<file path="src/rtl/core/assert_macros.svh">
// Assertion macros shared by the track angle RTL.
// Each macro expands to one labelled concurrent assertion with an asynchronous reset guard.
`ifndef ASSERT_MACROS_SVH
`define ASSERT_MACROS_SVH

// Antecedent in a cycle implies consequent in the same cycle.
`define ASSERT_IMPLIES(label, clk, rst_n, ante, cons) \
	label: assert property (@(posedge clk) disable iff (!(rst_n)) (ante) |-> (cons)) \
		else $error("assertion failed: implication");

// Antecedent in a cycle implies consequent after the delay given as dly.
`define ASSERT_DELAYED(label, clk, rst_n, ante, dly, cons) \
	label: assert property (@(posedge clk) disable iff (!(rst_n)) (ante) |-> ##dly (cons)) \
		else $error("assertion failed: delayed response");

`endif

</file>
<file path="src/rtl/core/tafv_pkg.sv">
// Package for the track angle block: widths, arctangent table and pipeline control type.
// No dependencies; every module of the block imports it.
`timescale 1ns / 1ps

package tafv_pkg;

	// Defaults for the top level parameters.
	localparam int SPEED_WIDTH_DEF = 16;
	localparam int ANGLE_WIDTH_DEF = 16;

	// Fixed arithmetic choices of the rotation unit.
	localparam int CORDIC_STEPS = 30;
	localparam int GUARD_BITS   = 24;
	localparam int ZACC_WIDTH   = 32;
	localparam int HEADROOM     = 3;

	// Half a turn in the internal angle accumulator.
	localparam logic [ZACC_WIDTH-1:0] HALF_TURN = 32'h8000_0000;

	// atan(2^-i) scaled so that 2^32 counts are a full turn, rounded to nearest.
	localparam logic [ZACC_WIDTH-1:0] ATAN_TABLE [32] = '{
		32'h20000000, 32'h12E4051E, 32'h09FB385B, 32'h051111D4,
		32'h028B0D43, 32'h0145D7E1, 32'h00A2F61E, 32'h00517C55,
		32'h0028BE53, 32'h00145F2F, 32'h000A2F98, 32'h000517CC,
		32'h00028BE6, 32'h000145F3, 32'h0000A2FA, 32'h0000517D,
		32'h000028BE, 32'h0000145F, 32'h00000A30, 32'h00000518,
		32'h0000028C, 32'h00000146, 32'h000000A3, 32'h00000051,
		32'h00000029, 32'h00000014, 32'h0000000A, 32'h00000005,
		32'h00000003, 32'h00000001, 32'h00000001, 32'h00000000
	};

	// Control that travels alongside each word in the pipeline.
	typedef struct packed {
		logic valid;
		logic zero;
	} ctrl_t;

endpackage

</file>
<file path="src/rtl/core/tafv_round.sv">
// Exit stage: rounds the accumulated angle to the output width and registers the result word.
// Depends on tafv_pkg for the accumulator width and the control type.
`timescale 1ns / 1ps

module tafv_round #(
	parameter int ANGLE_WIDTH = tafv_pkg::ANGLE_WIDTH_DEF
) (
	input  logic                                   clk,
	input  logic                                   arst_n,
	input  tafv_pkg::ctrl_t                        ctrl_in,
	input  logic [tafv_pkg::ZACC_WIDTH-1:0]        z_in,
	output logic                                   done,
	output logic [ANGLE_WIDTH-1:0]                 track_angle,
	output logic                                   zero_vector
);
	import tafv_pkg::*;

	localparam logic [ZACC_WIDTH-1:0] HALF_LSB = 32'd1 << (ZACC_WIDTH - 1 - ANGLE_WIDTH);

	logic [ZACC_WIDTH-1:0]  z_rnd;
	logic                   done_s;
	logic                   zero_s;
	logic [ANGLE_WIDTH-1:0] angle_s;

	// Round half up on the kept bits; a carry out of the top wraps to north.
	assign z_rnd = z_in + HALF_LSB;

	// Strobe and flag of the result word.
	always_ff @(posedge clk or negedge arst_n) begin
		if (!arst_n) begin
			done_s <= 1'b0;
			zero_s <= 1'b0;
		end else begin
			done_s <= ctrl_in.valid;
			zero_s <= ctrl_in.valid && ctrl_in.zero;
		end
	end

	// A zero vector reads as north.
	always_ff @(posedge clk) begin
		if (ctrl_in.zero) begin
			angle_s <= '0;
		end else begin
			angle_s <= z_rnd[ZACC_WIDTH-1 -: ANGLE_WIDTH];
		end
	end

	assign done        = done_s;
	assign zero_vector = zero_s;
	assign track_angle = angle_s;

endmodule

</file>
<file path="config.mk">
export PLATFORM = sky130hd
export DESIGN_NAME = tafv_round
export DESIGN_NICKNAME = d
export VERILOG_FILES = /design/src/rtl/core/assert_macros.svh /design/src/rtl/core/tafv_pkg.sv /design/src/rtl/core/tafv_round.sv
export SDC_FILE = /design/constraint.sdc
export NUM_CORES = 1
export LEC_CHECK = 0
export BUFFER_PORTS_ARGS = -buffer_cell sky130_fd_sc_hd__clkbuf_2
export CAP_MARGIN = 25
export CORE_MARGIN = 1
export CORE_UTILIZATION = 40
export CTS_CLUSTER_DIAMETER = 40
export DETAILED_ROUTE_END_ITERATION = 8
export PLACE_DENSITY = 0.86
export SETUP_SLACK_MARGIN = 0.15
export SLEW_MARGIN = 20
export SYNTH_ARGS = -nofsm -noshare
export SYNTH_HDL_FRONTEND = slang
export SYNTH_SLANG_ARGS = --single-unit
</file>
<file path="constraint.sdc">
create_clock -name clk -period 0.8 [get_ports clk]
set_clock_uncertainty 0.05 [all_clocks]
set_input_delay 0.04 -clock clk [delete_from_list [all_inputs] [get_ports clk]]
set_output_delay 0.04 -clock clk [all_outputs]
set_load 0.02 [all_outputs]
</file>
==> metrics.csv, run 1 <==
metric,value,unit
outcome,aborted with a tool error,
largest_family_of_logic_cells_by_synthesized_area,simple AND/OR/NAND/NOR gates,
number_of_sinks_handled_by_clock_tree_synthesis,18,
synth_most_common_cell,sky130_fd_sc_hd__dfxtp_1,
post-cts-setup-buffer-count,16,
run.stop_error,[ERROR DPL-0033] detailed placement checks failed during check placement.,
cts_max_level,1,
clockRootBuffer,sky130_fd_sc_hd__clkbuf_4,
synth_simple_gate_area_share,28.8,%
netlist_top_cells_count,"sky130_fd_sc_hd__dfxtp_1, sky130_fd_sc_hd__a21oi_1, sky130_fd_sc_hd__nor2_1",
postSynthAreaPerCell,9.13,µm²
post_synth_xor_area_fraction,3.31,%
numPortBuffers,38,
synth_edf_count,0,
cts_buffer_depth,2,
seq_area_frac_synth,46.6,%
synth.largest_area_cell,sky130_fd_sc_hd__dfxtp_1,
placed_area,1240,µm²
floorplan.die.height,46.6,µm
postSynthNetCount,124,
postSynthRegisterBits,18,
floorplan.rows,15,
synthesis.instances,87,
cts_repair_resize_count,78,
cts-buffers-inserted,3,
synth_cell_types,24,
flow.stopped_at,clock tree synthesis (4_1_cts),
die-width,46.6,µm
yosysTopAreaCellShare,40.3,%
ys_async_sr_fraction,11.1,%
routability_congestion,0.870,
largest_cells_by_area_after_synthesis,"sky130_fd_sc_hd__dfxtp_1, sky130_fd_sc_hd__dfrtp_1, sky130_fd_sc_hd__a21oi_1, sky130_fd_sc_hd__o31ai_1, sky130_fd_sc_hd__or4_1",
synthesis.area,795,µm²
start_util,44.1,%
yosys_warnings,0,
io_pins,54,
postCtsHoldBufs,2,
synth-main-ff-cell,sky130_fd_sc_hd__dfxtp_1,
post_synth_fa_ha_maj_area_fraction,1.57,%
post_synth_mux_area_share,5.67,%
hpwlAfterDp,1750,µm
synth_compound_area_share,11.7,%
-- per-stage QoR --
step	hold slack [ns]	utilization (%)	std cells	setup slack [ns]	TNS [ns]
after floorplan	-0.306	-	87	-0.278	-1.88
after global placement	-0.226	69.0	174	-0.463	-4.61
after detailed placement	-0.223	69.0	174	-0.503	-5.11
-- cell families after synthesis --
group / Yosys count
AO/OA/AOI/OAI: 16
XOR/XNOR: 3
adder cells (fa/ha/maj): 1
buffers and inverters: 5
flip-flops: 18
multiplexers: 4
AND/OR/NAND/NOR: 40
==> run 2: changes to the inputs <==
--- a/config.mk
+++ b/config.mk
@@ -7,12 +7,10 @@
 export LEC_CHECK = 0
 export BUFFER_PORTS_ARGS = -buffer_cell sky130_fd_sc_hd__clkbuf_2
 export CAP_MARGIN = 25
-export CORE_MARGIN = 1
-export CORE_UTILIZATION = 40
-export CTS_CLUSTER_DIAMETER = 40
+export CORE_AREA = 2 2 63 65
 export DETAILED_ROUTE_END_ITERATION = 8
-export PLACE_DENSITY = 0.86
-export SETUP_SLACK_MARGIN = 0.15
+export DIE_AREA = 0 0 65 67
+export PLACE_DENSITY_LB_ADDON = 0.15
 export SLEW_MARGIN = 20
 export SYNTH_ARGS = -nofsm -noshare
 export SYNTH_HDL_FRONTEND = slang
==> metrics.csv, run 2 <==
metric,value,unit
outcome,"complete, but fails checks",
violations,negative setup slack,
cts_max_level,1,
numPortBuffers,38,
place_ws,-0.561,ns
finalCriticalPeriod,1.01,ns
core-area,3610,µm²
grt_setup_unrepaired,true,
critPathLaunch,z_in[18],
critPathMaxStageDelay,0.47,ns
worstSetupStartpointType,primary input,
route.antenna.remaining_nets,0,
ir_drop,0.000465,V
start_util,22.0,%
postSynthAreaPerCell,9.13,µm²
grt_antenna_before_repair,0,
postSynthNetCount,124,
setup-violations-final,13,
area_delta_synth_final,148,%
timing.hold.ws,0.0395,ns
fin_nets,213,
finalWirelength,2940,µm
globalRoute.totalOverflow,0,
grt_start_max_net_pins,12,
drtPass1Iterations,4,
die-width,65,µm
timing.slew.headroom,78.8,%
post_drt_via_cell_ratio,4.50,
routed_wire_length_per_instance,13.2,µm
fin_max_slew_vios,0,
cts-buffers-inserted,3,
cp_num_buf_inv,2,
worst_setup_hold_path_clk_slew,0.07,ns
critical_path.endpoint_type,register,
cts_tree,built,
netlist_top_cells_count,"sky130_fd_sc_hd__dfxtp_1, sky130_fd_sc_hd__a21oi_1, sky130_fd_sc_hd__nor2_1",
final_layout_size_suffix_gt1_share,73.1,%
final_common_cell,sky130_fd_sc_hd__buf_4,
critPathRequiredTime,0.95,ns
synth-main-ff-cell,sky130_fd_sc_hd__dfxtp_1,
die_area,4360,µm²
setup_slack,-0.212,ns
timing.fmax,988,MHz
critical_path.top_delay_family,simple AND/OR/NAND/NOR gates,
gr-usage-all-layers,13.0,%
floorplan.die.height,67,µm
most-common-layout-cells,"sky130_fd_sc_hd__buf_4, sky130_fd_sc_hd__buf_8, sky130_fd_sc_hd__buf_6",
io_pins,54,
critPathMaxFanout,4,
cts_buffer_depth,2,
largest_cells_by_area_after_synthesis,"sky130_fd_sc_hd__dfxtp_1, sky130_fd_sc_hd__dfrtp_1, sky130_fd_sc_hd__a21oi_1, sky130_fd_sc_hd__o31ai_1, sky130_fd_sc_hd__or4_1",
synth_most_common_cell,sky130_fd_sc_hd__dfxtp_1,
floorplan.rows,22,
yosys_warnings,0,
number_of_sinks_handled_by_clock_tree_synthesis,18,
yosysTopAreaCellShare,40.3,%
hpwlAfterDp,1890,µm
critical_path.slowest_cell,sky130_fd_sc_hd__or4_4,
antenna_cells_inserted,0,
timing_hold_violations_final,0,
seq_area_frac_synth,46.6,%
synth_edf_count,0,
num_vias,1003,
timing.hold.worst.class,primary input to async pin,
clockRootBuffer,sky130_fd_sc_hd__clkbuf_8,
number_of_cells_on_the_critical_path,5,
worst-endpoint-arrival,1.16,ns
design_power_total,0.00248,W
postSynthRegisterBits,18,
drt_drc,0,
crit_end,track_angle[8]$_SDFF_PP0_,
ys_async_sr_fraction,11.1,%
max_cap_viol_count,0,
power.leakage,0.866,nW
first_global_vias,944,
largest_register_ffs,16,
synthesis.instances,87,
synth_cell_types,24,
worstMarginPinSlew,0.315,ns
drtIter0Drc,47,
power_per_cell_area,1260,nW/µm²
timing.critical_path.cells,buf_6 > nand4_1 > buf_4 > or4_4 > a21oi_2,
category_of_the_most_critical_setup_path,primary input to register,
synthesis.area,795,µm²
post-route-period-util,126,%
routability_congestion,0.764,
grt_first_pass_wirelength,4200,µm
synth.largest_area_cell,sky130_fd_sc_hd__dfxtp_1,
## run 2: cell counts after synthesis
No cell type changed its count.
## run 2: cell type report
type,count,area (µm²)
clock buffer,4,55.1
fill,314,1640
inverter,3,11.3
multi-input combinational,64,573
sequential,18,390
tap,48,60.1
timing repair buffer,86,881
## run 2: power by group
group	internal, W	switching, W
Clock	0.000438	0.000332
Sequential	0.000961	0.0000336
Combinational	0.000423	0.000296
Total	0.00182	0.000662
## run 2: timing repair
| item | 4_1_cts | 5_1_grt |
|---|---|---|
| hold buffers | 2 | 0 |
| endpoints found under the setup margin | 30 | 30 |
| endpoints found under the hold margin | 4 | 0 |
| buffers inserted | 10 | 7 |
| pin swaps | 16 | 15 |
| resized for setup | 67 | 63 |
## run 2: cell families after synthesis
family | count (synthesis) | synth area share (%)
AND/OR/NAND/NOR | 40 | 28.8
flip-flops | 18 | 46.6
AO/OA/AOI/OAI | 16 | 11.7
buffers and inverters | 5 | 2.36
multiplexers | 4 | 5.67
XOR/XNOR | 3 | 3.31
adder cells (fa/ha/maj) | 1 | 1.57
## run 2: worst min-delay path by stage
stage                                  to  cells past startpoint
CTS                 zero_vector$_DFF_PN0_                      2
global route        zero_vector$_DFF_PN0_                      2
floorplan                  done$_DFF_PN0_                      0
finish              zero_vector$_DFF_PN0_                      2
global placement           done$_DFF_PN0_                      1
detailed placement         done$_DFF_PN0_                      1
## run 2: metrics by stage
stage / instance area [µm²] / instances / util [%] / setup TNS (ns)
3_3_place_gp: 1310 / 202 / 36.3 / -5.18
6_report: 1970 / 223 / 54.6 / -1.48
5_1_grt: 1970 / 223 / 54.6 / -2.15
2_1_floorplan: 835 / 87 / - / -1.88
3_5_place_dp: 1310 / 202 / 36.3 / -5.38
4_1_cts: 1740 / 217 / 48.3 / -1.83
## run 2: routing by layer
layer	global-route usage [%]	share of wire (%)	wire, µm
met1	15.3	40	1190
met2	23.6	53	1570
met3	1.01	4.2	125
met4	6.38	1.9	56
met5	0	0	0
(Power assumes the default switching activity.)
