<file path="config.mk">
export PLATFORM = sky130hd
export DESIGN_NAME = tafv_stage
export DESIGN_NICKNAME = d
export VERILOG_FILES = /design/src/rtl/core/assert_macros.svh /design/src/rtl/core/tafv_pkg.sv /design/src/rtl/core/tafv_stage.sv
export SDC_FILE = /design/constraint.sdc
export NUM_CORES = 1
export LEC_CHECK = 0
export BUFFER_PORTS_ARGS = -buffer_cell sky130_fd_sc_hd__buf_2
export CORE_MARGIN = 2
export CORE_UTILIZATION = 55
export CTS_BUF_LIST = sky130_fd_sc_hd__clkbuf_8
export DETAILED_ROUTE_END_ITERATION = 8
export PLACE_DENSITY_LB_ADDON = 0.12
export SLEW_MARGIN = 5
export SYNTH_ARGS = -nofsm -noshare
export SYNTH_HDL_FRONTEND = slang
export SYNTH_SLANG_ARGS = --single-unit
</file>
<file path="constraint.sdc">
create_clock -name clk -period 1.45 [get_ports clk]
set_input_delay 0.29 -clock clk [delete_from_list [all_inputs] [get_ports clk]]
set_output_delay 0.29 -clock clk [all_outputs]
set_load 0.02 [all_outputs]
</file>
<file path="src/rtl/core/assert_macros.svh">
// Assertion macros shared by the track angle RTL.
// Each macro expands to one labelled concurrent assertion with an asynchronous reset guard.
`ifndef ASSERT_MACROS_SVH
`define ASSERT_MACROS_SVH

// Antecedent in a cycle implies consequent in the same cycle.
`define ASSERT_IMPLIES(label, clk, rst_n, ante, cons) \
	label: assert property (@(posedge clk) disable iff (!(rst_n)) (ante) |-> (cons)) \
		else $error("assertion failed: implication");

// Antecedent in a cycle implies consequent after the delay given as dly.
`define ASSERT_DELAYED(label, clk, rst_n, ante, dly, cons) \
	label: assert property (@(posedge clk) disable iff (!(rst_n)) (ante) |-> ##dly (cons)) \
		else $error("assertion failed: delayed response");

`endif

</file>
<file path="src/rtl/core/tafv_pkg.sv">
// Package for the track angle block: widths, arctangent table and pipeline control type.
// No dependencies; every module of the block imports it.
`timescale 1ns / 1ps

package tafv_pkg;

	// Defaults for the top level parameters.
	localparam int SPEED_WIDTH_DEF = 16;
	localparam int ANGLE_WIDTH_DEF = 16;

	// Fixed arithmetic choices of the rotation unit.
	localparam int CORDIC_STEPS = 30;
	localparam int GUARD_BITS   = 24;
	localparam int ZACC_WIDTH   = 32;
	localparam int HEADROOM     = 3;

	// Half a turn in the internal angle accumulator.
	localparam logic [ZACC_WIDTH-1:0] HALF_TURN = 32'h8000_0000;

	// atan(2^-i) scaled so that 2^32 counts are a full turn, rounded to nearest.
	localparam logic [ZACC_WIDTH-1:0] ATAN_TABLE [32] = '{
		32'h20000000, 32'h12E4051E, 32'h09FB385B, 32'h051111D4,
		32'h028B0D43, 32'h0145D7E1, 32'h00A2F61E, 32'h00517C55,
		32'h0028BE53, 32'h00145F2F, 32'h000A2F98, 32'h000517CC,
		32'h00028BE6, 32'h000145F3, 32'h0000A2FA, 32'h0000517D,
		32'h000028BE, 32'h0000145F, 32'h00000A30, 32'h00000518,
		32'h0000028C, 32'h00000146, 32'h000000A3, 32'h00000051,
		32'h00000029, 32'h00000014, 32'h0000000A, 32'h00000005,
		32'h00000003, 32'h00000001, 32'h00000001, 32'h00000000
	};

	// Control that travels alongside each word in the pipeline.
	typedef struct packed {
		logic valid;
		logic zero;
	} ctrl_t;

endpackage

</file>
<file path="src/rtl/core/tafv_stage.sv">
// One vectoring micro-rotation of the rotation unit, with its pipeline register.
// Depends on tafv_pkg for the arctangent table and the control type.
`timescale 1ns / 1ps

module tafv_stage #(
	parameter int VEC_WIDTH = tafv_pkg::SPEED_WIDTH_DEF + tafv_pkg::GUARD_BITS
		+ tafv_pkg::HEADROOM,
	parameter int STEP      = 0
) (
	input  logic                                   clk,
	input  logic                                   arst_n,
	input  tafv_pkg::ctrl_t                        ctrl_in,
	input  logic signed [VEC_WIDTH-1:0]            e_in,
	input  logic signed [VEC_WIDTH-1:0]            n_in,
	input  logic [tafv_pkg::ZACC_WIDTH-1:0]        z_in,
	output tafv_pkg::ctrl_t                        ctrl_out,
	output logic signed [VEC_WIDTH-1:0]            e_out,
	output logic signed [VEC_WIDTH-1:0]            n_out,
	output logic [tafv_pkg::ZACC_WIDTH-1:0]        z_out
);
	import tafv_pkg::*;

	localparam logic [ZACC_WIDTH-1:0] STEP_ANGLE = ATAN_TABLE[STEP];

	logic signed [VEC_WIDTH-1:0] e_shr;
	logic signed [VEC_WIDTH-1:0] n_shr;
	logic                        turn_back;
	ctrl_t                       ctrl_s;
	logic signed [VEC_WIDTH-1:0] e_s;
	logic signed [VEC_WIDTH-1:0] n_s;
	logic [ZACC_WIDTH-1:0]       z_s;

	// Arithmetic shifts round toward minus infinity, as the step requires.
	assign e_shr     = e_in >>> STEP;
	assign n_shr     = n_in >>> STEP;
	assign turn_back = (e_in > 0);

	// Control register of this step.
	always_ff @(posedge clk or negedge arst_n) begin
		if (!arst_n) begin
			ctrl_s <= '0;
		end else begin
			ctrl_s <= ctrl_in;
		end
	end

	// Rotate towards the north axis and account for the angle turned.
	always_ff @(posedge clk) begin
		if (turn_back) begin
			z_s <= z_in + STEP_ANGLE;
			n_s <= n_in + e_shr;
			e_s <= e_in - n_shr;
		end else begin
			z_s <= z_in - STEP_ANGLE;
			n_s <= n_in - e_shr;
			e_s <= e_in + n_shr;
		end
	end

	assign ctrl_out = ctrl_s;
	assign e_out    = e_s;
	assign n_out    = n_s;
	assign z_out    = z_s;

endmodule

</file>
==> summary.md, run 1 <==
| Metric | Value |
|---|---|
| Placed inst area | `roughly 0.017 mm2` |
| Top-Level Pins | `between 200 and 250` |
| Chip height | `144 um` |
| CTS Buffer Depth | `2` |
| CTS Hold Bufs | `32` |
| Yosys top cell by area | `dfxtp_1` |
| Port Buf Inserts | `241` |
| DIE WIDTH | `144 um` |
| Synth Instances | `~1400` |
| Mapped Area | `0.0107 mm2` |
| Sequential area share after synthesis | `22.3%` |
| Mapped Avg Cell Area | `7.65 um2` |
| Synth area leaders | `dfxtp_1, ha_1, a21oi_1, xnor2_1, o21ai_0` |
| Post-CTS setup buffer count | `66` |
| Row count | `51` |
| Ys async rst share | `1.68%` |
| Ys Warns | `0` |
| Routability cong. | `1.09` |
| Initial Utilization | `55.7%` |
| Cell variety after synth | `79` |
| H-tree depth | `4` |
| CTS root buffer | `clkbuf_8` |
| Clock sink count | `119` |
| Top-area cell type share of the netlist area | `a little over a fifth` |
| Placed wire-length estimate | `42800 um` |
| Num CTS Buffers | `17` |
| Number of synthesized flops with an enable pin | `0` |
| Top_reg_cell synth | `dfxtp_1` |
| CTS resizes | `369` |
| Register bit total from synthesis | `119` |
| Post-Syn Nets | `1669` |
| Last flow stage reached | `clock tree synthesis` |
| Status | `stopped before the end` |
| Tool Error | `[ERROR DPL-0038] Utilization greater than 100%, impossible to legalize` |
## Yosys cell counts, types with 4 or more instances
cell type / number
a21oi_1: 189
ha_1: 141
inv_1: 129
nor2_1: 127
dfxtp_1: 117
o21ai_0: 100
xnor2_1: 79
nand2_1: 61
o21bai_1: 39
clkbuf_1: 34
nand4_1: 32
a21o_1: 29
nor3_1: 26
nand3_1: 20
nor4_1: 20
o211ai_1: 20
mux2i_1: 18
o31ai_1: 16
o21a_1: 15
nor2b_1: 12
a211oi_1: 11
buf_1: 11
buf_2: 10
a21boi_0: 9
nand2b_1: 9
and2_1: 8
a221oi_1: 7
a31oi_1: 6
or2_2: 6
o311ai_0: 5
or4_1: 5
xor2_1: 5
a2111oi_0: 4
a21oi_2: 4
fa_1: 4
o221ai_1: 4
or3_1: 4
## logic make-up after synthesis
logic type	after synthesis	share of synthesized area, %
DFF	119	22.3
xor gates and xnor gates	84	6.86
and+or+nand+nor	341	15.2
buffers and inverters	191	6.95
adders and majority gates	145	17.2
AOI/OAI and AO/OA	502	29.6
muxes	20	1.89
## stage by stage
| step | TNS (ps) | instances | setup WS (ps) | hold WS [ps] |
|---|---|---|---|---|
| detailed placement | -129340 | 2402 | -1820 | 80.2 |
| global placement | -122680 | 2402 | -1850 | 74.4 |
| floorplan | -59750 | 1402 | -1190 | -5.59 |
==> run 2, diff against run 1 <==
CORE_UTILIZATION = 40   (was 55)
CTS_BUF_LIST = default   (was sky130_fd_sc_hd__clkbuf_8)
PLACE_DENSITY_LB_ADDON = 0.15   (was 0.12)
==> run 2 against run 1 <==
  * The flow now finishes, with violations (negative setup slack)
  * Area after synthesis stayed put
  * Synthesized cell count stayed put
==> summary.md, run 2 <==
| Metric | Value |
|---|---|
| Switching Share | `a little over two fifths` |
| DIE WIDTH | `168 um` |
| Register bit total from synthesis | `roughly 120` |
| Failing checks | `negative setup slack` |
| PD cells | `873 mW/mm2` |
| Initial antenna violation count | `0` |
| Crit path launch type | `input pin` |
| Core ar. | `0.0262 mm2` |
| Clock sink count | `119` |
| RSZ-0062 raised after global routing | `yes` |
| CP Cell Sequence | `buf_6 -> inv_4 -> ha_4 -> or3_4 -> or4_4 -> a21oi_4 -> o31a_4 -> buf_6 -> a21bo_4 -> a21oi_4 -> o311a_4 -> o21ai_2 -> xnor2_1` |
| CTS tree | `done` |
| CTS root buffer | `clkbuf_16` |
| Fmax | `392 MHz` |
| Largest register FFs | `43` |
| GRT met2 Usage | `a little under two thirds` |
| Number of max-cap violations | `0` |
| Most frequent cells in the layout | `buf_4, buf_2, a21oi_1` |
| Top-area cell type share of the netlist area | `21.8%` |
| Switch Pwr | `7.68 mW` |
| CP max stage cell | `or4_4` |
| Drt total wl | `59900 um` |
| Hold Path Origin | `z_in[29]` |
| Fill cells | `1701` |
| Synth Instances | `1402` |
| Layout cells sized above 1 | `55.6%` |
| Overall Power | `approximately 18 mW` |
| Chip height | `168 um` |
| Clk slew on worst S/H paths | `70 ps` |
| Final worst slack | `-1100 ps` |
| Vias | `around 15000` |
| GRT overflow | `0` |
| Port Buf Inserts | `241` |
| Ys Warns | `0` |
| CTS Buffer Depth | `2` |
| Required @ worst endpoint | `1800 ps` |
| Met1 GRT Util | `roughly half` |
| # DRC | `0` |
| Leak | `9.95 nW` |
| Vias per cell | `5.69` |
| Number of synthesized flops with an enable pin | `0` |
| NumNets Final | `2585` |
| WHS | `46.2 ps` |
| Final setup violation count | `86` |
| Final ANT Viol Nets | `0` |
| Row count | `between 50 and 60` |
| Crit Path Category | `input pin to flip-flop` |
| Sequential area share after synthesis | `between 20% and 30%` |
| GR Util met3 | `a little under a tenth` |
| Post-Syn Nets | `1669` |
| Post-layout min period | `around 2600 ps` |
| Buffers plus inverters on the worst setup path | `3` |
| Mapped Avg Cell Area | `7.65 um2` |
| Layout area overhead | `96.4%` |
| Ys async rst share | `1.68%` |
| Drt first pass iters | `7` |
| DRT iter0 DRCs | `1417` |
| Most common cell after layout, fill and taps aside | `buf_4` |
| Placed inst area | `0.0170 mm2` |
| Clock Power Share | `24.4%` |
| Min-Delay Endpoint | `z_out[29]` |
| Pint | `around 11 mW` |
| Mapped Area | `0.0107 mm2` |
| CP max stage delay | `approximately 450 ps` |
| Hold path depth | `2` |
| Placed wire-length estimate | `42300 um` |
| Cell family with most CP delay | `compound AO/OA/AOI/OAI gates` |
| Largest net degree at the start of global routing | `17` |
| Relative slew slack | `43.9%` |
| Post-synth top cells | `a21oi_1, ha_1, inv_1, nor2_1, dfxtp_1` |
| Top_reg_cell synth | `dfxtp_1` |
| Final Max Tran Viols | `0` |
| Layout Utilization | `80.4%` |
| Vias in the first global route | `14871` |
| Hold WC Path Type | `input pin to flip-flop` |
| Num CTS Buffers | `17` |
| Worst VDD drop | `0.000732 V` |
| Logic pwr share | `53.3%` |
| Avg WL per Cell | `around 22 um` |
| Final worst-path cycle share | `176%` |
| Reg power frac | `between 20% and 30%` |
| Final hold viol count | `0` |
| Gr usage total | `39.1%` |
| Yosys top cell by area | `dfxtp_1` |
| Gr busiest metal | `met2` |
| Actual slew at the worst max-slew pin | `834 ps` |
| Top-Level Pins | `242` |
| Post-route cell area | `0.0211 mm2` |
| Initial Utilization | `between 40% and 50%` |
| Synth area leaders | `dfxtp_1, ha_1, a21oi_1, xnor2_1, o21ai_0` |
| Crit end category | `flip-flop` |
| Antenna diodes | `0` |
| Worst-path fanout max | `3` |
| Most frequent cell after synthesis | `a21oi_1` |
| Status | `finished, violations left` |
| Cell variety after synth | `79` |
| CP arrival | `between 2000 and 3000 ps` |
| First-pass GRT wire length | `84500 um` |
| H-tree depth | `4` |
| Die area | `approximately 0.028 mm2` |
| Routability cong. | `0.989` |
[run 2: final cells by class]
type | instances | area [um2] | share of cell area [%]
inverters | 132 | 531 | 2.52
repair inverters | 1 | 5.00 | 0.0238
repair buffers | 955 | 7400 | 35.1
flip-flops and latches | 119 | 2390 | 11.4
well taps | 335 | 419 | 1.99
multi-input cells | 1092 | 9750 | 46.3
clock inverters | 15 | 155 | 0.736
clock buffers | 17 | 425 | 2.02
[run 2: repair_timing]
item                                    CTS  global route
endpoints found under the setup margin   86            86
buffers inserted                         66            47
hold buffers                             32             0
pin swaps                               143           129
cloned                                    7             2
hold endpoints to repair                 33             0
resized for setup                       346           186
[run 2: how the worst max path moves through the flow]
stage / depth (start not counted) / start / to
2_1_floorplan: 11 / n_in[6] / e_out[27]
3_3_place_gp: 12 / n_in[8] / n_out[37]
3_5_place_dp: 13 / e_in[7] / n_out[37]
4_1_cts: 13 / e_in[7] / n_out[27]
5_1_grt: 15 / e_in[8] / e_out[36]
6_report: 13 / e_in[8] / n_out[27]
[run 2: metrics by stage]
stage          TNS [ps]  setup WS (ps)  cells
2_1_floorplan    -59750          -1190   1402
3_3_place_gp    -115740          -1960   2499
3_5_place_dp    -119800          -1890   2499
4_1_cts          -64150          -1040   2632
5_1_grt          -78620          -1150   2666
6_report         -74050          -1100   2666
[run 2: power by group through the flow]
stage | registers, mW | logic (mW) | clock network [mW]
2_1_floorplan | 4.96 | 2.99 | 0
3_3_place_gp | 4.13 | 7.66 | 0
3_5_place_dp | 4.13 | 7.71 | 0
4_1_cts | 4.07 | 8.88 | 4.47
5_1_grt | 4.15 | 10.3 | 4.64
6_report | 4.09 | 9.81 | 4.49
[run 2: logic make-up (layout without fill, tap and decap cells)]
kind of cell / after synthesis / count (layout) / synth area share, %
DFF: 119 / 119 / 22.3
muxes: 20 / 20 / 1.89
AOI/OAI and AO/OA: 502 / 502 / 29.6
adders and majority gates: 145 / 145 / 17.2
buffers and inverters: 191 / 1120 / 6.95
and+or+nand+nor: 341 / 341 / 15.2
xor gates and xnor gates: 84 / 84 / 6.86
[run 2: metal layers]
| layer | routed length, um | part of all wire [%] |
|---|---|---|
| met3 | 5460 | 9.1 |
| met2 | 27600 | 46 |
| met1 | 24200 | 40 |
| met4 | 2700 | 4.5 |
| met5 | 0 | 0 |
No activity file was read; power rests on OpenSTA's default activity.
==> run 3, diff against run 2 <==
GPL_TIMING_DRIVEN = 0   (was default)
==> run 3 against run 2 <==
  * The flow still finishes with violations (negative setup slack)
  * Worst hold slack worse by 12 ps
  * Clock power decreased by 0.9%
  * First-iteration DRC count fell by 1.1%
  * Routed wire length shrank 7.8%
  * Cell count decreased by 16%
  * Setup slack lost 54 ps
  * Power is 7.0% lower
  * Via count is 11% lower
  * Global-route usage shrank 2.6 points
  * Non-clock buffer count down 434
  * Critical path type unchanged
  * Critical endpoint is now e_out[42]
==> summary.md, run 3 (synthesized netlist as in run 2, its figures left out) <==
| Metric | Value |
|---|---|
| WHS | `roughly 34 ps` |
| Crit end category | `flip-flop` |
| Switching Share | `43.4%` |
| Core ar. | `0.0262 mm2` |
| Antenna diodes | `0` |
| Chip height | `168 um` |
| Worst-path fanout max | `5` |
| Final worst-path cycle share | `180%` |
| Cells after DPL | `about 2000` |
| CTS tree | `done` |
| Routability cong. | `1.03` |
| Final Max Tran Viols | `0` |
| Top-Level Pins | `242` |
| Worst VDD drop | `0.000790 V` |
| H-tree depth | `4` |
| Layout Utilization | `a little over two thirds` |
| Vias in the first global route | `12840` |
| CP arrival | `2930 ps` |
| Fmax | `384 MHz` |
| First-pass GRT wire length | `approximately 78000 um` |
| Largest net degree at the start of global routing | `17` |
| Final ANT Viol Nets | `0` |
| Layout cells sized above 1 | `47.3%` |
| Initial Utilization | `40.9%` |
| DIE WIDTH | `168 um` |
| Most common cell after layout, fill and taps aside | `buf_2` |
| Clock sink count | `~120` |
| Placed wire-length estimate | `38700 um` |
| Final setup violation count | `86` |
| Actual slew at the worst max-slew pin | `679 ps` |
| Switch Pwr | `around 7.4 mW` |
| Crit Path Category | `input pin to flip-flop` |
| PD cells | `939 mW/mm2` |
| Drt total wl | `~55000 um` |
| CTS Buffer Depth | `2` |
| Logic pwr share | `50.3%` |
| Drt first pass iters | `8` |
| Reg power frac | `a little under a quarter` |
| Clk slew on worst S/H paths | `70 ps` |
| Row count | `59` |
| Fill cells | `2060` |
| Largest register FFs | `43` |
| Avg WL per Cell | `24.8 um` |
| Final worst slack | `-1160 ps` |
| Post-layout min period | `2610 ps` |
| Die area | `0.0282 mm2` |
| Pint | `9.68 mW` |
| CTS root buffer | `clkbuf_16` |
| Layout area overhead | `69.8%` |
| Port Buf Inserts | `241` |
| Status | `finished, violations left` |
| DRT iter0 DRCs | `1402` |
| RSZ-0062 raised after global routing | `yes` |
| Initial antenna violation count | `1` |
| Placed inst area | `0.0129 mm2` |
| Vias per cell | `6.05` |
| Crit path launch type | `input pin` |
| Hold WC Path Type | `input pin to flip-flop` |
| Clock Power Share | `between 20% and 30%` |
| Gr usage total | `36.4%` |
| Num CTS Buffers | `17` |
| Setup slack after placement | `-2410 ps` |
| Leak | `7.91 nW` |
| Vias | `around 13000` |
| GRT overflow | `0` |
| Required @ worst endpoint | `1780 ps` |
| Overall Power | `17.1 mW` |
| Relative slew slack | `54.4%` |
| NumNets Final | `2150` |
| Failing checks | `negative setup slack` |
| Most frequent cells in the layout | `buf_2, buf_4, dfxtp_1` |
| Final hold viol count | `0` |
| Number of max-cap violations | `0` |
| Post-route cell area | `0.0182 mm2` |
| Final Instance Count excl. Fillers | `2231` |
| # DRC | `0` |
| Setup_tns | `-71520 ps` |
-- run 3: changes by cell type in the layout (fill, tap and decap cells not counted), moves of 6 or more --
cell       delta
buf_4       -436
buf_6        -16
a21oi_1      -14
buf_8        -10
o21ai_4       +9
a21oi_2       +8
clkbuf_4      +7
a21oi_4       +6
clkbuf_16     +6
clkbuf_8      +6
nor4_1        -6
xnor2_1       -6
xnor2_2       +6
-- run 3: what timing repair did --
item                                    4_1_cts  5_1_grt
pin swaps                                   137      128
endpoints found under the setup margin       86       86
cloned                                        2        5
endpoints found under the hold margin        33        0
setup buffers                               121       74
gates resized for setup                     486      193
hold buffers                                 32        0
-- run 3: critical path, stage by stage --
cell and delay, ps:
buf_12 90, clkinv_4 40, ha_4 240, or3_4 400
buf_6 130, nor3_4 260, nand2_4 120, buf_6 130
o211ai_1 190, buf_4 210, nand2_8 90, o31ai_4 290
o21ai_1 160, a211o_1 280
-- run 3: layout make-up --
type,count,area (um2),area share (%)
clock buffers,17,425,2.33
multi-input cells,1092,10200,55.7
clock inverters,15,150,0.824
repair buffers,470,3550,19.5
well taps,335,419,2.30
plain buffers,51,598,3.28
inverters,132,534,2.93
flip-flops and latches,119,2390,13.1
-- run 3: worst paths after layout --
check | startpoint | end | cells after the start
max | e_in[7] | e_out[42] | 14
min | z_in[29] | z_out[29] | 2
max in group asynchronous | arst_n | ctrl_out[1] | 2
min in group asynchronous | arst_n | ctrl_out[0] | 2
-- run 3: power groups by stage --
stage	Combinational [mW]	Sequential, mW	Clock, mW
global route	8.94	4.11	4.61
floorplan	2.99	4.96	0
CTS	7.58	4.05	4.47
global placement	6.00	4.10	0
finish	8.60	4.05	4.45
detailed placement	5.98	4.11	0
-- run 3: routing by layer --
layer  wire length [um]  vias to the layer above  part of all wire [%]  GRT usage [%]
li1                   -                     5960                     -              -
met1              22900                     6460                    41           47.9
met2              23800                      861                    43           56.5
met3               5410                      216                   9.8           8.11
met4               3160                        0                   5.7           17.8
met5                  0                        -                     0              0
