## config.mk

```make
export PLATFORM = sky130hd
export DESIGN_NAME = tafv_prep
export DESIGN_NICKNAME = d
export VERILOG_FILES = /design/src/rtl/core/assert_macros.svh /design/src/rtl/core/tafv_pkg.sv /design/src/rtl/core/tafv_prep.sv
export SDC_FILE = /design/constraint.sdc
export NUM_CORES = 1
export LEC_CHECK = 0
export ABC_AREA = 0
export BUFFER_PORTS_ARGS = -buffer_cell sky130_fd_sc_hd__buf_4
export CORE_MARGIN = 2
export CORE_UTILIZATION = 41
export DETAILED_ROUTE_END_ITERATION = 8
export PLACE_DENSITY = 0.78
export SLEW_MARGIN = 20
export SYNTH_ARGS = -nofsm -noshare
export SYNTH_HDL_FRONTEND = slang
export SYNTH_SLANG_ARGS = --single-unit
export TNS_END_PERCENT = 30
```

## constraint.sdc

```tcl
create_clock -name clk -period 0.8 [get_ports clk]
set_input_delay 0.08 -clock clk [delete_from_list [all_inputs] [get_ports clk]]
set_output_delay 0.08 -clock clk [all_outputs]
set_load 0.1 [all_outputs]
```

## src/rtl/core/assert_macros.svh

```systemverilog
// Assertion macros shared by the track angle RTL.
// Each macro expands to one labelled concurrent assertion with an asynchronous reset guard.
`ifndef ASSERT_MACROS_SVH
`define ASSERT_MACROS_SVH

// Antecedent in a cycle implies consequent in the same cycle.
`define ASSERT_IMPLIES(label, clk, rst_n, ante, cons) \
	label: assert property (@(posedge clk) disable iff (!(rst_n)) (ante) |-> (cons)) \
		else $error("assertion failed: implication");

// Antecedent in a cycle implies consequent after the delay given as dly.
`define ASSERT_DELAYED(label, clk, rst_n, ante, dly, cons) \
	label: assert property (@(posedge clk) disable iff (!(rst_n)) (ante) |-> ##dly (cons)) \
		else $error("assertion failed: delayed response");

`endif

```

## src/rtl/core/tafv_pkg.sv

```systemverilog
// Package for the track angle block: widths, arctangent table and pipeline control type.
// No dependencies; every module of the block imports it.
`timescale 1ns / 1ps

package tafv_pkg;

	// Defaults for the top level parameters.
	localparam int SPEED_WIDTH_DEF = 16;
	localparam int ANGLE_WIDTH_DEF = 16;

	// Fixed arithmetic choices of the rotation unit.
	localparam int CORDIC_STEPS = 30;
	localparam int GUARD_BITS   = 24;
	localparam int ZACC_WIDTH   = 32;
	localparam int HEADROOM     = 3;

	// Half a turn in the internal angle accumulator.
	localparam logic [ZACC_WIDTH-1:0] HALF_TURN = 32'h8000_0000;

	// atan(2^-i) scaled so that 2^32 counts are a full turn, rounded to nearest.
	localparam logic [ZACC_WIDTH-1:0] ATAN_TABLE [32] = '{
		32'h20000000, 32'h12E4051E, 32'h09FB385B, 32'h051111D4,
		32'h028B0D43, 32'h0145D7E1, 32'h00A2F61E, 32'h00517C55,
		32'h0028BE53, 32'h00145F2F, 32'h000A2F98, 32'h000517CC,
		32'h00028BE6, 32'h000145F3, 32'h0000A2FA, 32'h0000517D,
		32'h000028BE, 32'h0000145F, 32'h00000A30, 32'h00000518,
		32'h0000028C, 32'h00000146, 32'h000000A3, 32'h00000051,
		32'h00000029, 32'h00000014, 32'h0000000A, 32'h00000005,
		32'h00000003, 32'h00000001, 32'h00000001, 32'h00000000
	};

	// Control that travels alongside each word in the pipeline.
	typedef struct packed {
		logic valid;
		logic zero;
	} ctrl_t;

endpackage

```

## src/rtl/core/tafv_prep.sv

```systemverilog
// Entry stage: scales the velocity word and folds the lower half plane onto the upper one.
// Depends on tafv_pkg for the guard width, the half turn and the control type.
`timescale 1ns / 1ps

module tafv_prep #(
	parameter int SPEED_WIDTH = tafv_pkg::SPEED_WIDTH_DEF,
	parameter int VEC_WIDTH   = SPEED_WIDTH + tafv_pkg::GUARD_BITS + tafv_pkg::HEADROOM
) (
	input  logic                                   clk,
	input  logic                                   arst_n,
	input  logic                                   accept,
	input  logic signed [SPEED_WIDTH-1:0]          east_speed,
	input  logic signed [SPEED_WIDTH-1:0]          north_speed,
	output tafv_pkg::ctrl_t                        ctrl_out,
	output logic signed [VEC_WIDTH-1:0]            e_out,
	output logic signed [VEC_WIDTH-1:0]            n_out,
	output logic [tafv_pkg::ZACC_WIDTH-1:0]        z_out
);
	import tafv_pkg::*;

	localparam int EXT_BITS = VEC_WIDTH - SPEED_WIDTH - GUARD_BITS;

	logic signed [VEC_WIDTH-1:0] e_ext;
	logic signed [VEC_WIDTH-1:0] n_ext;
	logic                        is_zero;
	ctrl_t                       ctrl_s1;
	logic signed [VEC_WIDTH-1:0] e_s1;
	logic signed [VEC_WIDTH-1:0] n_s1;
	logic [ZACC_WIDTH-1:0]       z_s1;

	// Sign-extend and scale up by the guard bits.
	assign e_ext   = {{EXT_BITS{east_speed[SPEED_WIDTH-1]}}, east_speed, {GUARD_BITS{1'b0}}};
	assign n_ext   = {{EXT_BITS{north_speed[SPEED_WIDTH-1]}}, north_speed, {GUARD_BITS{1'b0}}};
	assign is_zero = (east_speed == '0) && (north_speed == '0);

	// Control register of the entry stage.
	always_ff @(posedge clk or negedge arst_n) begin
		if (!arst_n) begin
			ctrl_s1 <= '0;
		end else begin
			ctrl_s1.valid <= accept;
			ctrl_s1.zero  <= accept && is_zero;
		end
	end

	// A southward vector is turned by half a turn before the rotations.
	always_ff @(posedge clk) begin
		if (north_speed[SPEED_WIDTH-1]) begin
			e_s1 <= -e_ext;
			n_s1 <= -n_ext;
			z_s1 <= HALF_TURN;
		end else begin
			e_s1 <= e_ext;
			n_s1 <= n_ext;
			z_s1 <= '0;
		end
	end

	assign ctrl_out = ctrl_s1;
	assign e_out    = e_s1;
	assign n_out    = n_s1;
	assign z_out    = z_s1;

endmodule

```

==> impl_results.md, run 1 <==
- Final worst slack: -0.268 ns
- F_max: 0.936 GHz
- DIE AREA: 5770 µm²
- Fin crit share: 1.34
- First-pass GRT wire length: 11400 µm
- Peak supply drop: 1810 µV
- Number of instances in the placed design: 415
- Hold Startpoint: east_speed[15]
- Hold WS: -0.00640 ns
- Area Overhead vs Synth: 86.5%
- Clk slew on worst S/H paths: 0.09 ns
- Vias/cell: 4.73
- I/O Buffers: 75
- Final std cells w/o fill: 439
- Pleak: 1.79 nW
- # IOs: 155
- Rows: 26
- DP Wirelength: 3620 µm
- Worst setup SP type: input port
- CTS Buf Count: 5
- Placer congestion estimate: 0.816
- Syn Inst Count: 229
- Adder-cell area share of the yosys netlist: 0.0118
- DRT antenna net count: 0
- Residual DRC count: 0
- N_diodes: 0
- Antenna violations before repair: 0
- Share of cells above drive strength 1: 0.596
- CTS Sinks: 41
- Nets: 405
- Pre-CTS setup slack: -0.542 ns
- CP Cell Sequence: buf_8, buf_6, nor4_4, nand3_2, o21ai_4, xnor2_1
- Compound-Gate Fraction of Synth Area: 0.0595
- Seq/Total Area, Yosys: 0.391
- CP Launch Point: east_speed[1]
- Detailed Route WL: 8690 µm
- Number of H-tree levels: 2
- TritonRoute pass-1 iters: 5
- Minimum clock period: 1.07 ns
- CTS Buffer Depth: 2
- Yosys top cell by area: dfxtp_1
- Die X: 76.0 µm
- Critical Path AT: 1.29 ns
- Final hold violation count: 1
- Post-Synth XOR/XNOR Area: 0.111
- RSZ-0062 raised after global routing: yes
- Failing checks: negative hold slack, negative setup slack
- Worst Hold Class: in -> reg
- Vias in the first global route: 1938
- Area of the core: 5040 µm²
- CP max FO: 3
- Synth warn: 0
- Syn_area_per_cell: 9.28 µm²
- Setup-failing EPs final: 64
- Top cells by area, synth: dfxtp_1, buf_4, xnor2_1, nand2_1, o21ai_0
- Final Power: 8.65 mW
- Yosys reg bits: 41
- Synth top area share: 0.367
- Drt first-iter violations: 196
- Vias: 2077
- Simple-gate portion of the synthesized area: 0.130
- Main combinational cell family by area after synthesis: buffers and inverters
- Slew Viols, Final: 0
- Crit path kind: in -> reg
- Initial Util: 0.421
- PwrDens: 2180 nW/µm²
- CP peak stage delay: 0.35 ns
- WL/cell: 19.8 µm
- Max-Cap Viols: 0
- Tot GR Track Use: 0.256
- Fillcell total: 245
- Run status: finished with violations
- Root Driver: clkbuf_8
- CP Capture Type: flip-flop
- Largest net degree at the start of global routing: 31
- Setup TNS Final: -8.34 ns
- WHS Endpoint: e_out[41]
- Remaining Overflow, GRT: 0
- CTS tree: built
- Multiplexer area fraction after synthesis: 0
- Die height: 76.0 µm
- Required @ worst endpoint: 1.02 ns
- Mapped cell area: 2120 µm²
- Critical Path Slowest Stage Cell: nor4_4
- Synth cell types: 28
- Hold depth: 2
cells in the final DEF (no fill, tap or decap), drive strengths merged:
cell type,synthesis,final
buf,79,130
conb,1,82
dfxtp,39,39
xnor2,27,27
nand2,18,18
o21ai,13,13
o31ai,7,7
clkbuf,4,6
nand3,6,6
nor2,5,5
inv,5,5
nor4,5,5
dlygate4sd3,0,4
nand2b,3,3
nor3,3,3
or3,2,2
or4,2,2
ha,2,2
clkinv,0,2
dfrtp,2,2
nor3b,1,1
nor2b,1,1
o41ai,1,1
nand4b,1,1
nand3b,1,1
or4b,1,1
flip-flops by register name (all words and copies together), names as in the netlist:
register  count
e_out        19
ctrl_out      2
n_out        19
z_out         1
repair_timing:
item,in CTS,in global routing
setup endpoints to repair,62,67
hold buffers,4,0
resized for setup,180,45
buffers inserted,3,10
pin swaps,16,21
hold endpoints to repair,6,0
cloned,0,0
area by class of cell:
class	count	area (µm²)	area share
Clock buffer	6	72.6	0.0183
Clock inverter	2	10.0	0.00253
Inverter	5	21.3	0.00537
Multi-Input combinational cell	181	1250	0.317
Sequential cell	41	885	0.223
Tap cell	70	87.6	0.0221
Timing Repair Buffer	134	1630	0.412
how the worst max path moves through the flow:
stage | slack [ns] | endpoint
2_1_floorplan | -0.35 | ctrl_out[0]
3_3_place_gp | -0.51 | ctrl_out[0]
3_5_place_dp | -0.54 | ctrl_out[0]
4_1_cts | -0.21 | ctrl_out[0]
5_1_grt | -0.32 | e_out[39]
6_report | -0.27 | e_out[39]
layer usage:
layer | part of all wire | up-vias | GRT usage
met5 | 0 | - | 0
met3 | 0.091 | 27 | 0.0687
li1 | - | 863 | -
met4 | 0.029 | 0 | 0.122
met1 | 0.39 | 1018 | 0.297
met2 | 0.49 | 169 | 0.440
where the power goes:
group	switching (mW)	internal [mW]
registers	0.193	2.27
logic	3.56	1.21
clock network	0.804	0.608
per-stage QoR:
step,cell area (µm²),utilization
finish,3960,0.786
detailed placement,2900,0.575
floorplan,2540,-
global placement,2900,0.575
global route,3960,0.786
CTS,3680,0.730
cells by family after synthesis:
group	Yosys count
buffers and inverters	88
and+or+nand+nor	49
DFF	41
xor gates and xnor gates	27
AOI/OAI and AO/OA	21
adders and majority gates	2
other	1
critical path: cells and delay by family:
family                 cells  cell delay, ns
AO/OA/AOI/OAI              1            0.24
XOR/XNOR                   1            0.16
buffers and inverters      2            0.21
AND/OR/NAND/NOR            2            0.59
cells in the mapped netlist:
| cell | number |
|---|---|
| dfrtp_1 | 2 |
| nor3_1 | 2 |
| nand4b_1 | 1 |
| nor2_1 | 5 |
| or4b_4 | 1 |
| nor2b_1 | 1 |
| o41ai_1 | 1 |
| nor3b_1 | 1 |
| nor4_1 | 3 |
| or3_1 | 1 |
| clkbuf_1 | 4 |
| dfxtp_1 | 39 |
| or4_1 | 2 |
| nor4_2 | 2 |
| nor3_2 | 1 |
| nand2_1 | 18 |
| ha_1 | 2 |
| nand3_1 | 6 |
| o31ai_1 | 7 |
| o21ai_1 | 1 |
| nand2b_1 | 3 |
| buf_4 | 79 |
| xnor2_1 | 27 |
| conb_1 | 1 |
| nand3b_1 | 1 |
| or3_4 | 1 |
| o21ai_0 | 12 |
| inv_1 | 5 |
Note: power is estimated with default switching activity, not from simulation.
==> run 2: changes to the inputs <==
CORE_UTILIZATION = 40   (was 41)
PLACE_DENSITY = 0.76   (was 0.78)
==> impl_results.md, run 2 (synthesized netlist as in run 1, its figures left out) <==
- Antenna violations before repair: 0 (unchanged)
- Vias: 2043 (-1.6%)
- Detailed Route WL: 8770 µm (+0.94%)
- Die height: 76.9 µm (+1.2%)
- N_diodes: 0 (unchanged)
- Tot GR Track Use: 0.235 (-0.0210)
- DIE AREA: 5910 µm² (+2.4%)
- Final hold violation count: 0 (-1)
- Max_slew headroom: 0.650
- Setup-failing EPs final: 63 (-1.6%)
- I/O Buffers: 75 (unchanged)
- Root Driver: clkbuf_8
- Initial Util: 0.416 (-0.00537)
- Worst Hold Class: in -> reg
- CP Cell Sequence: buf_6, nor4_4, nand4b_1, buf_4, o31ai_4, xnor2_1
- Internal power: 4.50 mW (+9.9%)
- CP max FO: 3 (unchanged)
- WL/cell: 19.9 µm (+0.71%)
- Number of instances in the placed design: 418 (+0.72%)
- Clock share of power: 0.201 (+0.038)
- Max-Cap Viols: 0 (unchanged)
- TritonRoute pass-1 iters: 4 (-1)
- Net Sw Power: 4.56 mW (+0.20%)
- Largest net degree at the start of global routing: 33 (+6.5%)
- Worst setup SP type: input port
- Clk slew on worst S/H paths: 0.09 ns (about the same)
- PwrDens: 2260 nW/µm² (+3.3%)
- Die X: 76.9 µm (+1.2%)
- Vias/cell: 4.64 (-1.9%)
- Slew @ Worst Pin: 0.525 ns
- Sw Ratio: 0.503 (-0.0230)
- RSZ-0062 raised after global routing: yes
- CTS Sinks: 41 (unchanged)
- Required @ worst endpoint: 1.00 ns (-0.02 ns)
- Drt first-iter violations: 145 (-26%)
- CTS Buffer Depth: 2 (unchanged)
- DRT antenna net count: 0 (unchanged)
- Share of cells above drive strength 1: 0.611 (+0.0146)
- Pre-CTS setup slack: -0.549 ns (-0.00665 ns)
- Design Area, Final: 4020 µm² (+1.4%)
- Area of the core: 5110 µm² (+1.3%)
- Final core occ: 0.786 (about the same)
- First-pass GRT wire length: 10600 µm (-6.3%)
- Vias in the first global route: 1972 (+1.8%)
- Crit-path leading delay family: simple AND/OR/NAND/NOR gates
- Placed Area: 2920 µm² (+0.78%)
- Comb pwr share: 0.527 (-0.025)
- Fin crit share: 1.44 (+0.109)
- Rows: 26 (unchanged)
- Critical Path Slowest Stage Cell: nor4_4
- CTS Buf Count: 5 (unchanged)
- Hold Startpoint: accept
- Most frequent cells in the layout: conb_1, buf_4, buf_12, dfxtp_2, xnor2_1
- F_max: 0.865 GHz (-7.6%)
- Run status: finished with violations
- Placer congestion estimate: 0.791 (-3.0%)
- Critical Path AT: 1.36 ns (+0.07 ns)
- Remaining Overflow, GRT: 0 (unchanged)
- Slew Viols, Final: 0 (unchanged)
- WHS Endpoint: ctrl_out[0]
- Area Overhead vs Synth: 89.0%
- CTS tree: built
- Hold depth: 3 (+1)
- Final std cells w/o fill: 440 (+0.23%)
- Setup TNS Final: -8.08 ns (+0.251 ns)
- DP Wirelength: 3580 µm (-1.1%)
- Worst Path Buf+Inv: 2 (unchanged)
- Final worst slack: -0.356 ns (-0.0875 ns)
- Crit path kind: in -> reg
- Number of H-tree levels: 2 (unchanged)
- # IOs: 155 (unchanged)
- Failing checks: negative setup slack
- CP peak stage delay: 0.32 ns (-0.03 ns)
- Sequential Power Share: 0.272 (-0.013)
- Residual DRC count: 0 (unchanged)
- Pleak: 1.84 nW (+3.2%)
- Minimum clock period: 1.16 ns (+0.0875 ns)
- Most common cell after layout, fill and taps aside: conb_1
- Peak supply drop: 1490 µV (-17%)
- CP Capture Type: flip-flop
- Nets: 406 (+0.25%)
run 2: layer usage:
metal,routed length (µm),track usage,vias up
li1,-,-,862
met1,2960,0.248,957
met2,4510,0.433,189
met3,911,0.0694,35
met4,399,0.0964,0
met5,0,0,-
run 2: through the flow:
step                hold slack (ns)  total power, mW
finish                       0.0450             9.06
global route                 0.0368             9.24
CTS                          0.0110             8.69
detailed placement           -0.137             6.33
global placement             -0.137             6.30
floorplan                    -0.216             5.90
run 2: worst max-delay path by stage:
stage	from	depth (start not counted)	end	slack [ns]
after floorplan	east_speed[11]	3	ctrl_out[0]	-0.35
after global placement	north_speed[12]	5	ctrl_out[0]	-0.50
after detailed placement	north_speed[12]	5	ctrl_out[0]	-0.55
after CTS	east_speed[11]	5	e_out[41]	-0.20
after global routing	north_speed[6]	6	n_out[36]	-0.36
final	north_speed[6]	6	n_out[36]	-0.36
run 2: final cells by class:
cell class | count | area, µm²
sequential | 41 | 881
clock inverter | 2 | 37.5
fill | 256 | 1090
inverter | 5 | 26.3
tap | 70 | 87.6
multi-input combinational | 181 | 1290
clock buffer | 6 | 82.6
timing repair buffer | 135 | 1610
run 2: power groups by stage:
stage | combinational [mW] | sequential, mW | clock (mW)
after CTS | 4.50 | 2.43 | 1.75
final | 4.78 | 2.46 | 1.83
after floorplan | 2.17 | 3.74 | 0
after global placement | 3.95 | 2.34 | 0
after global routing | 4.85 | 2.47 | 1.92
after detailed placement | 3.98 | 2.35 | 0
run 2: what timing repair did:
item | in CTS | in global routing
pin swaps | 14 | 18
endpoints found under the setup margin | 61 | 65
endpoints found under the hold margin | 7 | 2
gates resized for setup | 164 | 64
buffers inserted | 1 | 6
hold buffers | 5 | 2
==> run 3: changes to the inputs <==
clock period = 1.4 ns   (was 0.8 ns; I/O delays follow)
==> impl_results.md, run 3 (synthesized netlist as in run 1, its figures left out) <==
- Met3 WL: 431 µm (-53%)
- Pleak: 1.32 nW (-28%)
- # IOs: 155 (unchanged)
- Most frequent cells in the layout: buf_4, conb_1, dfxtp_1, xnor2_1, nand2_1
- DR WL met2: 1930 µm (-57%)
- Final Power: 4.47 mW (-51%)
- Cts hold-fix bufs: 3 (-2)
- DP Wirelength: 3210 µm (-10%)
- Max layer used: met4
- Final hold violation count: 0 (unchanged)
- CTS Sinks: 41 (unchanged)
- Die X: 76.9 µm (unchanged)
- DRT antenna net count: 0 (unchanged)
- Drt first-iter violations: 53 (-63%)
- Setup TNS Final: 0 ns (+8.08 ns)
- CTS tree: built
- DIE AREA: 5910 µm² (unchanged)
- Hold depth: 2 (-1)
- Worst setup SP type: input port
- Detailed Route WL: 3990 µm (-55%)
- CTS Buf Count: 5 (unchanged)
- Fin crit share: 0.862
- Share of cells above drive strength 1: 0.310 (-0.301)
- Design Area, Final: 2720 µm² (-32%)
- Die height: 76.9 µm (unchanged)
- F_max: 0.829 GHz
- Placed Area: 2570 µm² (-12%)
- N_diodes: 0 (unchanged)
- Clk slew on worst S/H paths: 0.08 ns (about the same)
- Fillcell total: 478 (+87%)
- Minimum clock period: 1.21 ns
- Run status: completed
- Peak supply drop: 940 µV (-37%)
- Setup-failing EPs final: 0 (-100%)
- Nets: 362 (-11%)
- Initial Util: 0.416 (unchanged)
- CP max FO: 4 (+1)
- Residual DRC count: 0 (unchanged)
- Met1 Wirelength: 1550 µm (-48%)
- TritonRoute pass-1 iters: 4 (unchanged)
- Root Driver: clkbuf_8
- Tot GR Track Use: 0.128 (-0.108)
- Required @ worst endpoint: 1.60 ns (+0.60 ns)
- Area of the core: 5110 µm² (unchanged)
- Vias: 1582 (-23%)
- Placer congestion estimate: 0.795 (+0.48%)
- Post-CTS Setup Bufs: 0 (-1)
- Largest net degree at the start of global routing: 37 (+12%)
- Most common cell after layout, fill and taps aside: buf_4
- CP Capture Type: flip-flop
- Vias in the first global route: 1357 (-31%)
- Critical Path AT: 1.40 ns (+0.04 ns)
- Antenna violations before repair: 0 (unchanged)
- Vias/cell: 3.99 (-14%)
- Rows: 26 (unchanged)
- Area Overhead vs Synth: 28.0%
- CTS Buffer Depth: 2 (unchanged)
- WL/cell: 10.1 µm (-50%)
- Max-Cap Viols: 0 (unchanged)
- RSZ-0062 raised after global routing: no
- Number of H-tree levels: 2 (unchanged)
- Post-CTS resize count: 0 (-100%)
- Worst Hold Class: in -> reg
- I/O Buffers: 75 (unchanged)
- Slew Viols, Final: 0 (unchanged)
- Crit path kind: in -> reg
- PwrDens: 1640 nW/µm² (-27%)
- Remaining Overflow, GRT: 0 (unchanged)
- First-pass GRT wire length: 6040 µm (-43%)
==> run 3: cell types whose count changed in the layout (fill, tap and decap cells not counted), sizes merged <==
cell	before	now
buf	128	88
dlygate4sd3	6	3
dlymetal6s4s	1	0
==> run 3: layout make-up <==
type / instances / area [µm²] / share of cell area
Clock inverter: 2 / 37.5 / 0.0138
Clock buffer: 6 / 82.6 / 0.0304
Multi-Input combinational cell: 181 / 971 / 0.357
Tap cell: 70 / 87.6 / 0.0322
Timing Repair Buffer: 91 / 691 / 0.254
Sequential cell: 41 / 831 / 0.306
Inverter: 5 / 18.8 / 0.00690
==> run 3: final timing paths <==
path / from / endpoint / slack, ns
setup / recovery: east_speed[11] / ctrl_out[0] / 0.19
hold / removal: north_speed[14] / n_out[39] / 0.04
max in group asynchronous: arst_n / ctrl_out[0] / 1.15
min in group asynchronous: arst_n / ctrl_out[1] / 0.16
==> run 3: power by group <==
part,total [mW],internal [mW],switching [mW]
registers,1.30,1.28,0.0290
logic,2.19,0.298,1.89
clock network,0.982,0.579,0.403
==> run 3: worst max-delay path, cell delays in order <==
cell and delay [ns]:
buf_4 0.12, or3_4 0.39, or4b_4 0.49, nor4_2 0.26
==> run 3: per-stage QoR <==
step / utilization / instances / hold slack, ns / setup slack (ns)
after floorplan: - / 310 / -0.156 / 0.0585
after global placement: 0.503 / 385 / -0.0726 / -0.0858
after CTS: 0.532 / 396 / 0.0289 / 0.195
final: 0.532 / 396 / 0.0375 / 0.194
after detailed placement: 0.503 / 385 / -0.0730 / -0.106
after global routing: 0.532 / 396 / 0.0304 / 0.0886
==> run 3: routing by layer <==
metal / vias up / global-route usage
met2: 98 / 0.216
met5: - / 0
met3: 9 / 0.0388
met4: 0 / 0.0600
met1: 704 / 0.147
li1: 771 / -
